`src/rtl/core/mtbd_pkg.sv`:
```
`default_nettype none
// ----------------------------------------------------------------------------
// mtbd_pkg
// shared types and constants of the median threshold bitmap level block
// ----------------------------------------------------------------------------
package mtbd_pkg;

  localparam int PIX_W     = 8;
  localparam int SIZE_W    = 13;
  localparam int ROW_W     = 12;
  localparam int PAIR_W    = 9;
  localparam int CFG_IDX_W = 2;

  localparam int HEIGHT_LIMIT = 4096;
  localparam int BAND         = 4;
  localparam int TOP_MEDIAN   = 251;
  localparam int PIX_MAX      = 255;

  // register indexes of the configuration port
  typedef enum logic [CFG_IDX_W-1:0] {
    REG_MEDIAN = 2'd0,
    REG_WIDTH  = 2'd1,
    REG_HEIGHT = 2'd2
  } cfg_reg_t;

  // position of the current pixel as decoded by the scan counters
  typedef struct packed {
    logic in_block;   // pixel belongs to a full 2x2 block
    logic odd_col;
    logic odd_row;
    logic frame_end;  // last pixel of the level image
  } scan_pos_t;

endpackage : mtbd_pkg
`default_nettype wire

```
`src/rtl/core/mtbd_scan.sv`:
```
`default_nettype none
// ----------------------------------------------------------------------------
// mtbd_scan
// column and row counters with block position and end-of-image decode
// ----------------------------------------------------------------------------
module mtbd_scan #(
  parameter int MAX_WIDTH = 4096,
  parameter int COL_W     = 12,
  parameter int ADDR_W    = 11
) (
  input  wire logic                       clk,
  input  wire logic                       rst,
  input  wire logic                       advance,
  input  wire logic [mtbd_pkg::SIZE_W-1:0] image_width,
  input  wire logic [mtbd_pkg::SIZE_W-1:0] image_height,
  output      mtbd_pkg::scan_pos_t        pos,
  output      logic [ADDR_W-1:0]          pair_index
);
  import mtbd_pkg::*;

  localparam int CMP_W = ((COL_W > SIZE_W) ? COL_W : SIZE_W) + 1;

  logic [COL_W-1:0] column_count, column_count_next;
  logic [ROW_W-1:0] row_count, row_count_next;
  logic [CMP_W-1:0] width_eff, height_eff, width_ext, height_ext;
  logic             in_col, in_row, row_end;

  // effective geometry, out-of-range sizes clamped
  always_comb begin
    width_ext  = CMP_W'(image_width);
    height_ext = CMP_W'(image_height);
    if (width_ext == '0) begin
      width_eff = CMP_W'(1);
    end else if (width_ext > CMP_W'(MAX_WIDTH)) begin
      width_eff = CMP_W'(MAX_WIDTH);
    end else begin
      width_eff = width_ext;
    end
    if (height_ext == '0) begin
      height_eff = CMP_W'(1);
    end else if (height_ext > CMP_W'(HEIGHT_LIMIT)) begin
      height_eff = CMP_W'(HEIGHT_LIMIT);
    end else begin
      height_eff = height_ext;
    end
  end

  always_comb begin
    in_col  = CMP_W'({column_count[COL_W-1:1], 1'b1}) < width_eff;
    in_row  = CMP_W'({row_count[ROW_W-1:1], 1'b1}) < height_eff;
    row_end = (CMP_W'(column_count) + CMP_W'(1)) >= width_eff;

    pos.in_block  = in_col && in_row;
    pos.odd_col   = column_count[0];
    pos.odd_row   = row_count[0];
    pos.frame_end = row_end && ((CMP_W'(row_count) + CMP_W'(1)) >= height_eff);

    pair_index = column_count[ADDR_W:1];

    if (row_end) begin
      column_count_next = '0;
      row_count_next    = pos.frame_end ? '0 : row_count + ROW_W'(1);
    end else begin
      column_count_next = column_count + COL_W'(1);
      row_count_next    = row_count;
    end
  end

  always_ff @(posedge clk) begin
    if (rst) begin
      column_count <= '0;
      row_count    <= '0;
    end else if (advance) begin
      column_count <= column_count_next;
      row_count    <= row_count_next;
    end
  end

endmodule : mtbd_scan
`default_nettype wire

```
`config.mk`:
```
export PLATFORM = sky130hd
export DESIGN_NAME = mtbd_scan
export DESIGN_NICKNAME = d
export VERILOG_FILES = /design/src/rtl/core/mtbd_pkg.sv /design/src/rtl/core/mtbd_scan.sv
export SDC_FILE = /design/constraint.sdc
export NUM_CORES = 1
export LEC_CHECK = 0
export BUFFER_PORTS_ARGS = -buffer_cell sky130_fd_sc_hd__buf_2
export CAP_MARGIN = 10
export CORE_UTILIZATION = 59
export CTS_BUF_LIST = sky130_fd_sc_hd__clkbuf_4
export CTS_CLUSTER_SIZE = 20
export DETAILED_ROUTE_END_ITERATION = 7
export PLACE_DENSITY = 0.83
export SYNTH_ARGS = -nofsm -noshare
export SYNTH_HDL_FRONTEND = slang
export SYNTH_SLANG_ARGS = --single-unit
```
`constraint.sdc`:
```
create_clock -name clk -period 3.9 [get_ports clk]
set_clock_uncertainty 0.2 [all_clocks]
set_input_delay 0.39 -clock clk [delete_from_list [all_inputs] [get_ports clk]]
set_output_delay 0.39 -clock clk [all_outputs]
set_load 0.005 [all_outputs]
```
==> results.sh, run 1 <==
export IMPL_fin_nets=459
export IMPL_status="finished clean"
export IMPL_end_kind="primary output"
export IMPL_critPathLaunchType="register"
export IMPL_muxShareOfSynthArea_pct=0.365
export IMPL_reg2reg_to="row_count[2]"
export IMPL_viasPerCell=6.16
export IMPL_core_um2=4410
export IMPL_ys_warnings_count=0
export IMPL_p_int_mw=0.404
export IMPL_ys_seq_area_share_pct=17.5
export IMPL_syn_to_final_growth_pct=12.5
export IMPL_r2r_slack_ns=0.51
export IMPL_gpl_final_weighted_congestion=0.919
export IMPL_grt_util_met2_pct=43.1
export IMPL_maxSlewViolCount=0
export IMPL_crit_chain="ha_2 -> and3_1 -> and3_4 -> and4_1 -> and3_1 -> ha_1 -> a211oi_4 -> nand2_1 -> o311ai_4 -> nor2_1 -> buf_2"
export IMPL_dieHeight_um=70.2
export IMPL_clkPwrFrac_pct=33.1
export IMPL_synthXorXnorAreaFrac_pct=7.35
export IMPL_layout_commonest_cell="nand2_1"
export IMPL_drtPass1Iterations=4
export IMPL_grt_busiest_layer="met2"
export IMPL_numCtsBuffers=3
export IMPL_synth_top_family_by_area="simple AND/OR/NAND/NOR gates"
export IMPL_timing_rr_start="column_count[0]"
export IMPL_regArea_um2=492
export IMPL_period_share_pct=95.5
export IMPL_arrival_ns=3.14
export IMPL_clockBufferDepth=2
export IMPL_antennaDiodeCount=0
export IMPL_pin_count=44
export IMPL_ir_drop_uv=219
export IMPL_port_buffers=43
export IMPL_wl_per_cell_um=15.1
export IMPL_die_area_um2=4920
export IMPL_criticalPathCategory="register to primary output"
export IMPL_placed_area_um2=2970
export IMPL_drt_iter0_drc=163
export IMPL_overflow=0
export IMPL_maxCapViolations=0
export IMPL_syn_inst=341
export IMPL_postRouteAntennaNets=0
export IMPL_vias=2668
export IMPL_leakage_nw=1.42
export IMPL_syn_nets=418
export IMPL_async_flop_share_pct=0
export IMPL_drc_errors=0
export IMPL_path_clk_slew_ns=0.15
export IMPL_worstHoldEndpoint="column_count[1]"
export IMPL_timing_fmax_ghz=0.268
export IMPL_row_count=24
export IMPL_grt_max_degree=25
export IMPL_die_w_um=70.2
export IMPL_powerDensity_nw_per_um2=185
export IMPL_final_cell_area_um2=3080
export IMPL_synthDistinctLibCells=61
export IMPL_grt_util_all_layers_pct=27.6
export IMPL_hpwl_mm=5.18
export IMPL_finalHoldViolations=0
export IMPL_syn_area_per_cell_um2=8.04
export IMPL_synth_seq_cells=24
export IMPL_use_met1_pct=40.0
export IMPL_synth_edf_count=0
export IMPL_cts_max_level=1
export IMPL_layout_common_cells="nand2_1 (49), ha_1 (47), buf_2 (43)"
export IMPL_initial_core_util_pct=62.1
export IMPL_worstPathRequired_ns=3.31
export IMPL_hold_path_startpoint="advance"
export IMPL_path_delay_family="simple AND/OR/NAND/NOR gates"
export IMPL_p_switching_mw=0.167
export IMPL_setup_tns_final_ns=0
export IMPL_grt_antenna_before_repair=0
export IMPL_reg2reg_depth=12
export IMPL_gr_usage_met3_pct=4.47
export IMPL_grt_pass1_wl_mm=11.2
export IMPL_synth_fa_ha_area_share_pct=21.9
export IMPL_drive_gt1_share_pct=20.2
export IMPL_seq_power_share_pct=44.4
export IMPL_pwr_share_comb_pct=22.5
export IMPL_yosys_area_share_simple_pct=29.9
export IMPL_finalCriticalPeriod_ns=3.73
export IMPL_fillCellCount=364
export IMPL_worst_path_largest_cell_delay_ns=0.40
export IMPL_syn_area_um2=2740
export IMPL_grt_pass1_vias=2363
export IMPL_tritoncts="built"
export IMPL_slowest_stage="dfxtp_2"
export IMPL_worstPathMaxFanout=6
export IMPL_p_sw_share_pct=29.2
export IMPL_maxSlewHeadroom_pct=39.0
export IMPL_routed_wl_mm=6.56
export IMPL_clock_latency_ns=0.34
export IMPL_setup_viol=0
export IMPL_whs_path_depth=3
export IMPL_fin_hold_ws_ns=0.270
export IMPL_tightest_slew_ns=0.892
export IMPL_synth_compound_area_share_pct=19.6
export IMPL_root_buffer="clkbuf_4"
export IMPL_clock_sink_count=24
export IMPL_multiInputGateArea_um2=2190
export IMPL_cp_num_buf_inv=1
export IMPL_grt_setup_unrepaired="no"
export IMPL_synthFlopType="dfxtp_1"
export IMPL_min_path_type="input pin to register"
export IMPL_crit_top_cell="and3_1"
worst max path at each step:
stage	from	endpoint	slack, ns	cells past startpoint
5_1_grt	column_count[0]	pos[0]	0.03	12
2_1_floorplan	column_count[0]	pos[0]	0.65	12
3_5_place_dp	column_count[0]	pos[0]	0.31	12
3_3_place_gp	column_count[0]	pos[0]	0.45	12
4_1_cts	column_count[2]	pos[0]	0.02	12
6_report	column_count[0]	pos[0]	0.17	11
Yosys cell counts, types with 2 or more instances:
library cell	number	share of area [%]
inv_1	8	1.1
a21oi_1	19	3.5
dfxtp_1	24	18
xnor2_1	10	3.2
nand2b_1	7	1.6
buf_2	2	0.37
nand4_1	14	3.2
nor2_1	13	1.8
and3_1	9	2.1
o22ai_1	2	0.46
and4_1	5	1.6
ha_1	48	22
xor2_1	13	4.2
o21ai_0	10	1.8
o2111ai_1	3	0.96
and2_1	4	0.91
nor2b_1	9	2.1
nor4_1	4	0.91
a21o_1	3	0.82
o21ai_1	7	1.3
clkbuf_1	8	1.1
nand2_1	49	6.7
nor3_1	5	0.91
a32oi_1	3	0.96
o211ai_1	5	1.4
nand3_1	17	3.1
or3_1	3	0.69
a31oi_1	2	0.46
a2111oi_0	3	0.96
worst reg2reg max path: stages, from the launching register on:
cell      delay [ns]
dfxtp_2         0.38
ha_2            0.21
and3_1          0.23
and3_4          0.22
and4_1          0.23
and3_1          0.20
ha_1            0.35
o211ai_1        0.11
nand2_1         0.23
nand2_1         0.14
o21ai_1         0.36
o21ai_4         0.16
o41ai_1         0.29
metrics by stage:
step	total power, mW	setup WS (ns)	util, %	instances
global placement	0.379	0.449	67.3	425
CTS	0.574	0.0159	68.8	429
global route	0.602	0.0317	69.8	433
detailed placement	0.384	0.313	67.3	425
floorplan	0.339	0.655	-	341
finish	0.571	0.174	69.8	433
final cells by class:
type	count	share of cell area, %
multi-input cells	296	70.9
well taps	52	2.11
clock buffers	3	0.731
repair buffers	48	8.20
inverters	9	1.10
flip-flops and latches	24	15.9
clock inverters	1	0.974
cell families (layout without fill, tap and decap cells):
group           after synthesis  after routing
simple gates                150            150
compound gates               74             74
fa+ha+maj                    48             48
flops                        24             24
xor+xnor                     23             23
buf+inv                      21             61
mux                           1              1
registers in the layout, indices dropped and copies added, names as in the netlist:
register	flops
column_count	12
row_count	12
metal layers:
| layer | routed length (um) | vias up |
|---|---|---|
| met5 | 0 | - |
| met4 | 58 | 0 |
| li1 | - | 1358 |
| met2 | 2970 | 78 |
| met3 | 352 | 9 |
| met1 | 3180 | 1223 |
power by group through the flow:
| stage | Combinational [mW] | Sequential, mW | Clock, mW |
|---|---|---|---|
| after CTS | 0.127 | 0.254 | 0.193 |
| after global placement | 0.121 | 0.259 | 0 |
| final | 0.129 | 0.253 | 0.189 |
| after global routing | 0.146 | 0.254 | 0.202 |
| after detailed placement | 0.125 | 0.259 | 0 |
| after floorplan | 0.0811 | 0.258 | 0 |
what timing repair did:
action	in CTS	in global routing
buffers inserted	0	4
hold buffers	0	0
pin swaps	0	3
gates resized for setup	5	8
hold endpoints to repair	0	0
endpoints found under the setup margin	1	1
No activity file was read; power rests on OpenSTA's default activity.
==> inputs of run 2 (changes only) <==
--- a/config.mk
+++ b/config.mk
@@ -7,11 +7,12 @@
 export LEC_CHECK = 0
 export BUFFER_PORTS_ARGS = -buffer_cell sky130_fd_sc_hd__buf_2
 export CAP_MARGIN = 10
-export CORE_UTILIZATION = 59
+export CORE_UTILIZATION = 54
 export CTS_BUF_LIST = sky130_fd_sc_hd__clkbuf_4
 export CTS_CLUSTER_SIZE = 20
 export DETAILED_ROUTE_END_ITERATION = 7
-export PLACE_DENSITY = 0.83
+export MAX_ROUTING_LAYER = met4
+export PLACE_DENSITY = 0.77
 export SYNTH_ARGS = -nofsm -noshare
 export SYNTH_HDL_FRONTEND = slang
 export SYNTH_SLANG_ARGS = --single-unit
==> run 2 against run 1 <==
Effect of this change: non-clock buffer count decreased by 3; count of clock-buffer cells in the layout unchanged; core utilization decreased by 5.7 points; worst setup slack got worse by 0.0013 ns; first-iteration DRC count decreased by 3.7%; clock power about the same; fmax about the same; combinational power about the same; critical path depth unchanged; critical path type unchanged.
==> results.sh, run 2 (synthesis gave the netlist of run 1 again) <==
export IMPL_reg_top3="column_count x12, row_count x12"
export IMPL_maxSlewViolCount=0
export IMPL_dieHeight_um=73.2
export IMPL_ctsHoldBuffers=0
export IMPL_path_clk_slew_ns=0.15
export IMPL_cp_num_buf_inv=1
export IMPL_finalHoldViolations=0
export IMPL_finalCriticalPeriod_ns=3.73
export IMPL_whs_path_depth=3
export IMPL_core_um2=4820
export IMPL_path_delay_family="simple AND/OR/NAND/NOR gates"
export IMPL_clock_sink_count=24
export IMPL_timing_fmax_ghz=0.268
export IMPL_setup_viol=0
export IMPL_worst_path_largest_cell_delay_ns=0.38
export IMPL_min_path_type="input pin to register"
export IMPL_drc_errors=0
export IMPL_r2r_slack_ns=0.52
export IMPL_die_w_um=73.2
export IMPL_cts_max_level=1
export IMPL_hpwl_mm=5.14
export IMPL_grt_pass1_vias=2347
export IMPL_port_buffers=43
export IMPL_leakage_nw=1.41
export IMPL_ir_drop_uv=257
export IMPL_hold_path_startpoint="advance"
export IMPL_period_share_pct=95.6
export IMPL_vias=2647
export IMPL_overflow=0
export IMPL_clock_latency_ns=0.33
export IMPL_antennaDiodeCount=0
export IMPL_startpoint="column_count[0]"
export IMPL_routed_wl_mm=6.65
export IMPL_wl_per_cell_um=14.9
export IMPL_maxCapViolations=0
export IMPL_grt_max_degree=25
export IMPL_arrival_ns=3.14
export IMPL_criticalPathCategory="register to primary output"
export IMPL_grt_antenna_before_repair=0
export IMPL_slowest_stage="dfxtp_2"
export IMPL_worstPathMaxFanout=6
export IMPL_clockBufferDepth=2
export IMPL_placed_area_um2=2990
export IMPL_drt_iter0_drc=157
export IMPL_power_mw=0.573
export IMPL_die_area_um2=5360
export IMPL_reg2reg_depth=12
export IMPL_crit_chain="ha_2 -> and3_2 -> and3_4 -> and4_1 -> and3_1 -> ha_1 -> a211oi_4 -> nand2_1 -> o311ai_4 -> nor2_1 -> buf_2"
export IMPL_worstPathRequired_ns=3.31
export IMPL_grt_util_all_layers_pct=26.5
export IMPL_layout_common_cells="nand2_1 (49), ha_1 (47), buf_2 (43)"
export IMPL_reg2reg_to="row_count[2]"
export IMPL_grt_pass1_wl_mm=10.9
export IMPL_root_buffer="clkbuf_4"
export IMPL_numCtsBuffers=3
export IMPL_initial_core_util_pct=56.9
export IMPL_tightest_slew_ns=0.867
export IMPL_final_cell_area_um2=3090
export IMPL_syn_to_final_growth_pct=12.7
export IMPL_end_kind="primary output"
export IMPL_timing_rr_start="column_count[0]"
export IMPL_layout_commonest_cell="nand2_1"
export IMPL_critPathLaunchType="register"
export IMPL_viasPerCell=5.95
export IMPL_powerDensity_nw_per_um2=185
export IMPL_postRouteAntennaNets=0
export IMPL_status="finished clean"
export IMPL_worstHoldEndpoint="column_count[2]"
export IMPL_fin_hold_ws_ns=0.283
export IMPL_gpl_final_weighted_congestion=0.937
export IMPL_fin_nets=456
export IMPL_drive_gt1_share_pct=19.8
export IMPL_drtPass1Iterations=4
export IMPL_row_count=25
export IMPL_maxSlewHeadroom_pct=40.7
export IMPL_tritoncts="built"
export IMPL_pin_count=44
export IMPL_fillCellCount=457
-- run 2: worst max path at each step --
stage / depth (start not counted) / slack (ns) / endpoint
2_1_floorplan: 12 / 0.65 / pos[0]
4_1_cts: 12 / 0.03 / pos[0]
3_3_place_gp: 12 / 0.44 / pos[0]
5_1_grt: 11 / -0.02 / pos[0]
6_report: 11 / 0.17 / pos[0]
3_5_place_dp: 12 / 0.36 / pos[0]
-- run 2: where the power goes --
part | leakage [nW] | internal [mW] | switching, mW
Sequential | 0.197 | 0.249 | 0.00546
Combinational | 1.19 | 0.0513 | 0.0781
Clock | 0.0279 | 0.104 | 0.0847
Total | 1.41 | 0.404 | 0.168
-- run 2: worst reg2reg max path, delay by kind of cell, from the launching register on --
family                     cells  cell delay, ns
and+or+nand+nor                6            1.26
adders and majority gates      2            0.56
AOI/OAI and AO/OA              4            0.90
DFF                            1            0.38
-- run 2: metal layers --
metal,vias to the layer above,GRT usage [%],part of all wire [%],routed length (um)
met5,-,-,0,0
met4,0,4.36,0.66,44
met3,4,3.04,4.4,295
met2,70,41.5,44,2940
met1,1230,37.0,51,3370
li1,1343,-,-,-
-- run 2: final cells by class --
class                   instances  area [um^2]  area share [%]
multi-input cells             296         2200            71.2
flip-flops and latches         24          489            15.8
repair buffers                 45          230            7.46
well taps                      67         83.8            2.71
inverters                       9         33.8            1.09
clock inverters                 1         30.0           0.972
clock buffers                   3         22.5           0.729
-- run 2: repair_timing --
item / 4_1_cts / 5_1_grt
gates resized for setup: 2 / 13
pin swaps: 0 / 1
endpoints found under the setup margin: 1 / 1
setup buffers: 0 / 1
-- run 2: metrics by stage --
stage	instances	utilization, %	worst slack [ns]	TNS [ns]
3_5_place_dp	440	62.0	0.362	0
5_1_grt	445	64.1	-0.0214	-0.0214
2_1_floorplan	341	-	0.655	0
4_1_cts	444	63.4	0.0265	0
3_3_place_gp	440	62.0	0.437	0
6_report	445	64.1	0.173	0
==> inputs of run 3 (changes only) <==
--- a/config.mk
+++ b/config.mk
@@ -7,12 +7,14 @@
 export LEC_CHECK = 0
 export BUFFER_PORTS_ARGS = -buffer_cell sky130_fd_sc_hd__buf_2
 export CAP_MARGIN = 10
+export CORE_ASPECT_RATIO = 0.75
 export CORE_UTILIZATION = 54
 export CTS_BUF_LIST = sky130_fd_sc_hd__clkbuf_4
 export CTS_CLUSTER_SIZE = 20
 export DETAILED_ROUTE_END_ITERATION = 7
 export MAX_ROUTING_LAYER = met4
 export PLACE_DENSITY = 0.77
+export SKIP_CTS_REPAIR_TIMING = 1
 export SYNTH_ARGS = -nofsm -noshare
 export SYNTH_HDL_FRONTEND = slang
 export SYNTH_SLANG_ARGS = --single-unit
==> constraint.sdc (replaced) <==
create_clock -name clk -period 4.5 [get_ports clk]
set_clock_uncertainty 0.2 [all_clocks]
set_input_delay 0.45 -clock clk [delete_from_list [all_inputs] [get_ports clk]]
set_output_delay 0.45 -clock clk [all_outputs]
set_load 0.005 [all_outputs]
==> run 3 against run 2 <==
Effect of this change: the flow now finishes with violations (DRC); flip-flop and latch count stayed put; highest routed layer unchanged; clock power shrank 44%; largest power group unchanged; largest cell class unchanged; core utilization is 2.7 points lower; final area down 3.0%; count of clock-buffer cells in the layout unchanged.
==> results.sh, run 3 (synthesis gave the netlist of run 1 again) <==
export IMPL_clock_latency_ns=0.33
export IMPL_cp_num_buf_inv=1
export IMPL_reg_top3="column_count x12, row_count x12"
export IMPL_path_clk_slew_ns=0.14
export IMPL_grt_antenna_before_repair=0
export IMPL_row_count=22
export IMPL_grt_pass1_wl_mm=11.4
export IMPL_grt_util_all_layers_pct=27.4
export IMPL_arrival_ns=3.44
export IMPL_leakage_nw=1.39
export IMPL_instances_no_fill=435
export IMPL_dp_cells=432
export IMPL_whs_path_depth=2
export IMPL_place_ws_ns=0.835
export IMPL_gpl_final_weighted_congestion=0.881
export IMPL_viasPerCell=6.11
export IMPL_end_kind="primary output"
export IMPL_fillCellCount=426
export IMPL_numCtsBuffers=3
export IMPL_routed_wl_mm=6.76
export IMPL_layout_common_cells="nand2_1 (49), ha_1 (48), buf_2 (43)"
export IMPL_criticalPathCategory="register to primary output"
export IMPL_violations="DRC"
export IMPL_fin_hold_ws_ns=0.320
export IMPL_clock_sink_count=24
export IMPL_worstHoldEndpoint="row_count[1]"
export IMPL_timing_rr_start="column_count[0]"
export IMPL_grt_setup_unrepaired="no"
export IMPL_fin_nets=454
export IMPL_finalCriticalPeriod_ns=4.09
export IMPL_setup_viol=0
export IMPL_drive_gt1_share_pct=16.3
export IMPL_die_w_um=84.3
export IMPL_worstPathMaxFanout=6
export IMPL_setup_tns_final_ns=0
export IMPL_vias=2658
export IMPL_initial_core_util_pct=56.2
export IMPL_fin_util_pct=61.5
export IMPL_hold_path_startpoint="row_count[1]"
export IMPL_drt_iter0_drc=133
export IMPL_layout_commonest_cell="nand2_1"
export IMPL_hpwl_mm=5.26
export IMPL_r2r_slack_ns=0.97
export IMPL_cts_max_level=1
export IMPL_grt_max_degree=25
export IMPL_port_buffers=43
export IMPL_timing_fmax_ghz=0.244
export IMPL_postRouteAntennaNets=0
export IMPL_ir_drop_uv=96.7
export IMPL_post_route_worst_setup_slack_ns=0.408
export IMPL_pin_count=44
export IMPL_status="finished, violations left"
export IMPL_dieHeight_um=63.7
export IMPL_grt_pass1_vias=2433
export IMPL_maxSlewViolCount=0
export IMPL_min_path_type="register to register"
export IMPL_path_delay_family="simple AND/OR/NAND/NOR gates"
export IMPL_drtPass1Iterations=7
export IMPL_finalHoldViolations=0
export IMPL_tightest_slew_ns=0.574
export IMPL_core_um2=4870
export IMPL_worstPathRequired_ns=3.85
export IMPL_slowest_stage="dfxtp_1"
export IMPL_die_area_um2=5370
export IMPL_wl_per_cell_um=15.5
export IMPL_syn_to_final_growth_pct=9.27
export IMPL_clockBufferDepth=2
export IMPL_reg2reg_depth=12
export IMPL_worst_path_largest_cell_delay_ns=0.44
export IMPL_reg2reg_to="row_count[2]"
export IMPL_period_share_pct=90.9
export IMPL_antennaDiodeCount=0
export IMPL_root_buffer="clkbuf_4"
export IMPL_drc_errors=4
export IMPL_maxSlewHeadroom_pct=60.7
export IMPL_crit_chain="ha_1 -> and3_1 -> and3_1 -> and4_1 -> xor2_1 -> ha_1 -> a21o_1 -> a211oi_4 -> nand2_1 -> o311ai_2 -> nor2_1 -> buf_2"
export IMPL_powerDensity_nw_per_um2=145
export IMPL_overflow=0
export IMPL_tritoncts="built"
export IMPL_maxCapViolations=0
export IMPL_critPathLaunchType="register"
## run 3: layer usage
layer | vias to the layer above | GRT usage [%] | part of all wire, %
met5 | - | - | 0
met4 | 0 | 5.39 | 1.0
met3 | 8 | 3.93 | 4.5
met2 | 60 | 41.7 | 41
met1 | 1242 | 38.6 | 53
li1 | 1348 | - | -
## run 3: worst reg2reg max path, cell delays in order, from the launching register on
cell,delay (ns)
dfxtp_1,0.38
ha_1,0.27
and3_1,0.24
and3_1,0.27
and4_1,0.26
and3_1,0.19
ha_1,0.36
o211ai_1,0.11
nand2_1,0.22
nand2_1,0.12
o21ai_1,0.41
o21ai_4,0.17
o41ai_1,0.25
## run 3: stage by stage
step                      instance area, um^2  power (mW)
final                                    2990       0.435
after floorplan                          2740       0.294
after global placement                   2970       0.330
after global routing                     2990       0.458
after CTS                                2990       0.433
after detailed placement                 2970       0.332
## run 3: final cells by class
class	instances	area [um^2]	area share (%)
multi-input cells	296	2170	72.4
flip-flops and latches	24	480	16.0
repair buffers	43	215	7.19
well taps	60	75.1	2.51
inverters	9	33.8	1.13
clock buffers	3	22.5	0.752
## run 3: report_power, final
group	internal [mW]	total [mW]	switching, mW
Sequential	0.215	0.220	0.00443
Combinational	0.0437	0.110	0.0668
Clock	0.0315	0.105	0.0730
Total	0.291	0.435	0.144
## run 3: worst max-delay path by stage
stage	endpoint	depth (start not counted)	startpoint
after floorplan	pos[0]	12	column_count[0]
after global placement	pos[0]	12	column_count[0]
after detailed placement	pos[0]	12	column_count[0]
after CTS	pos[0]	12	column_count[0]
after global routing	pos[0]	12	column_count[0]
final	pos[0]	12	column_count[0]
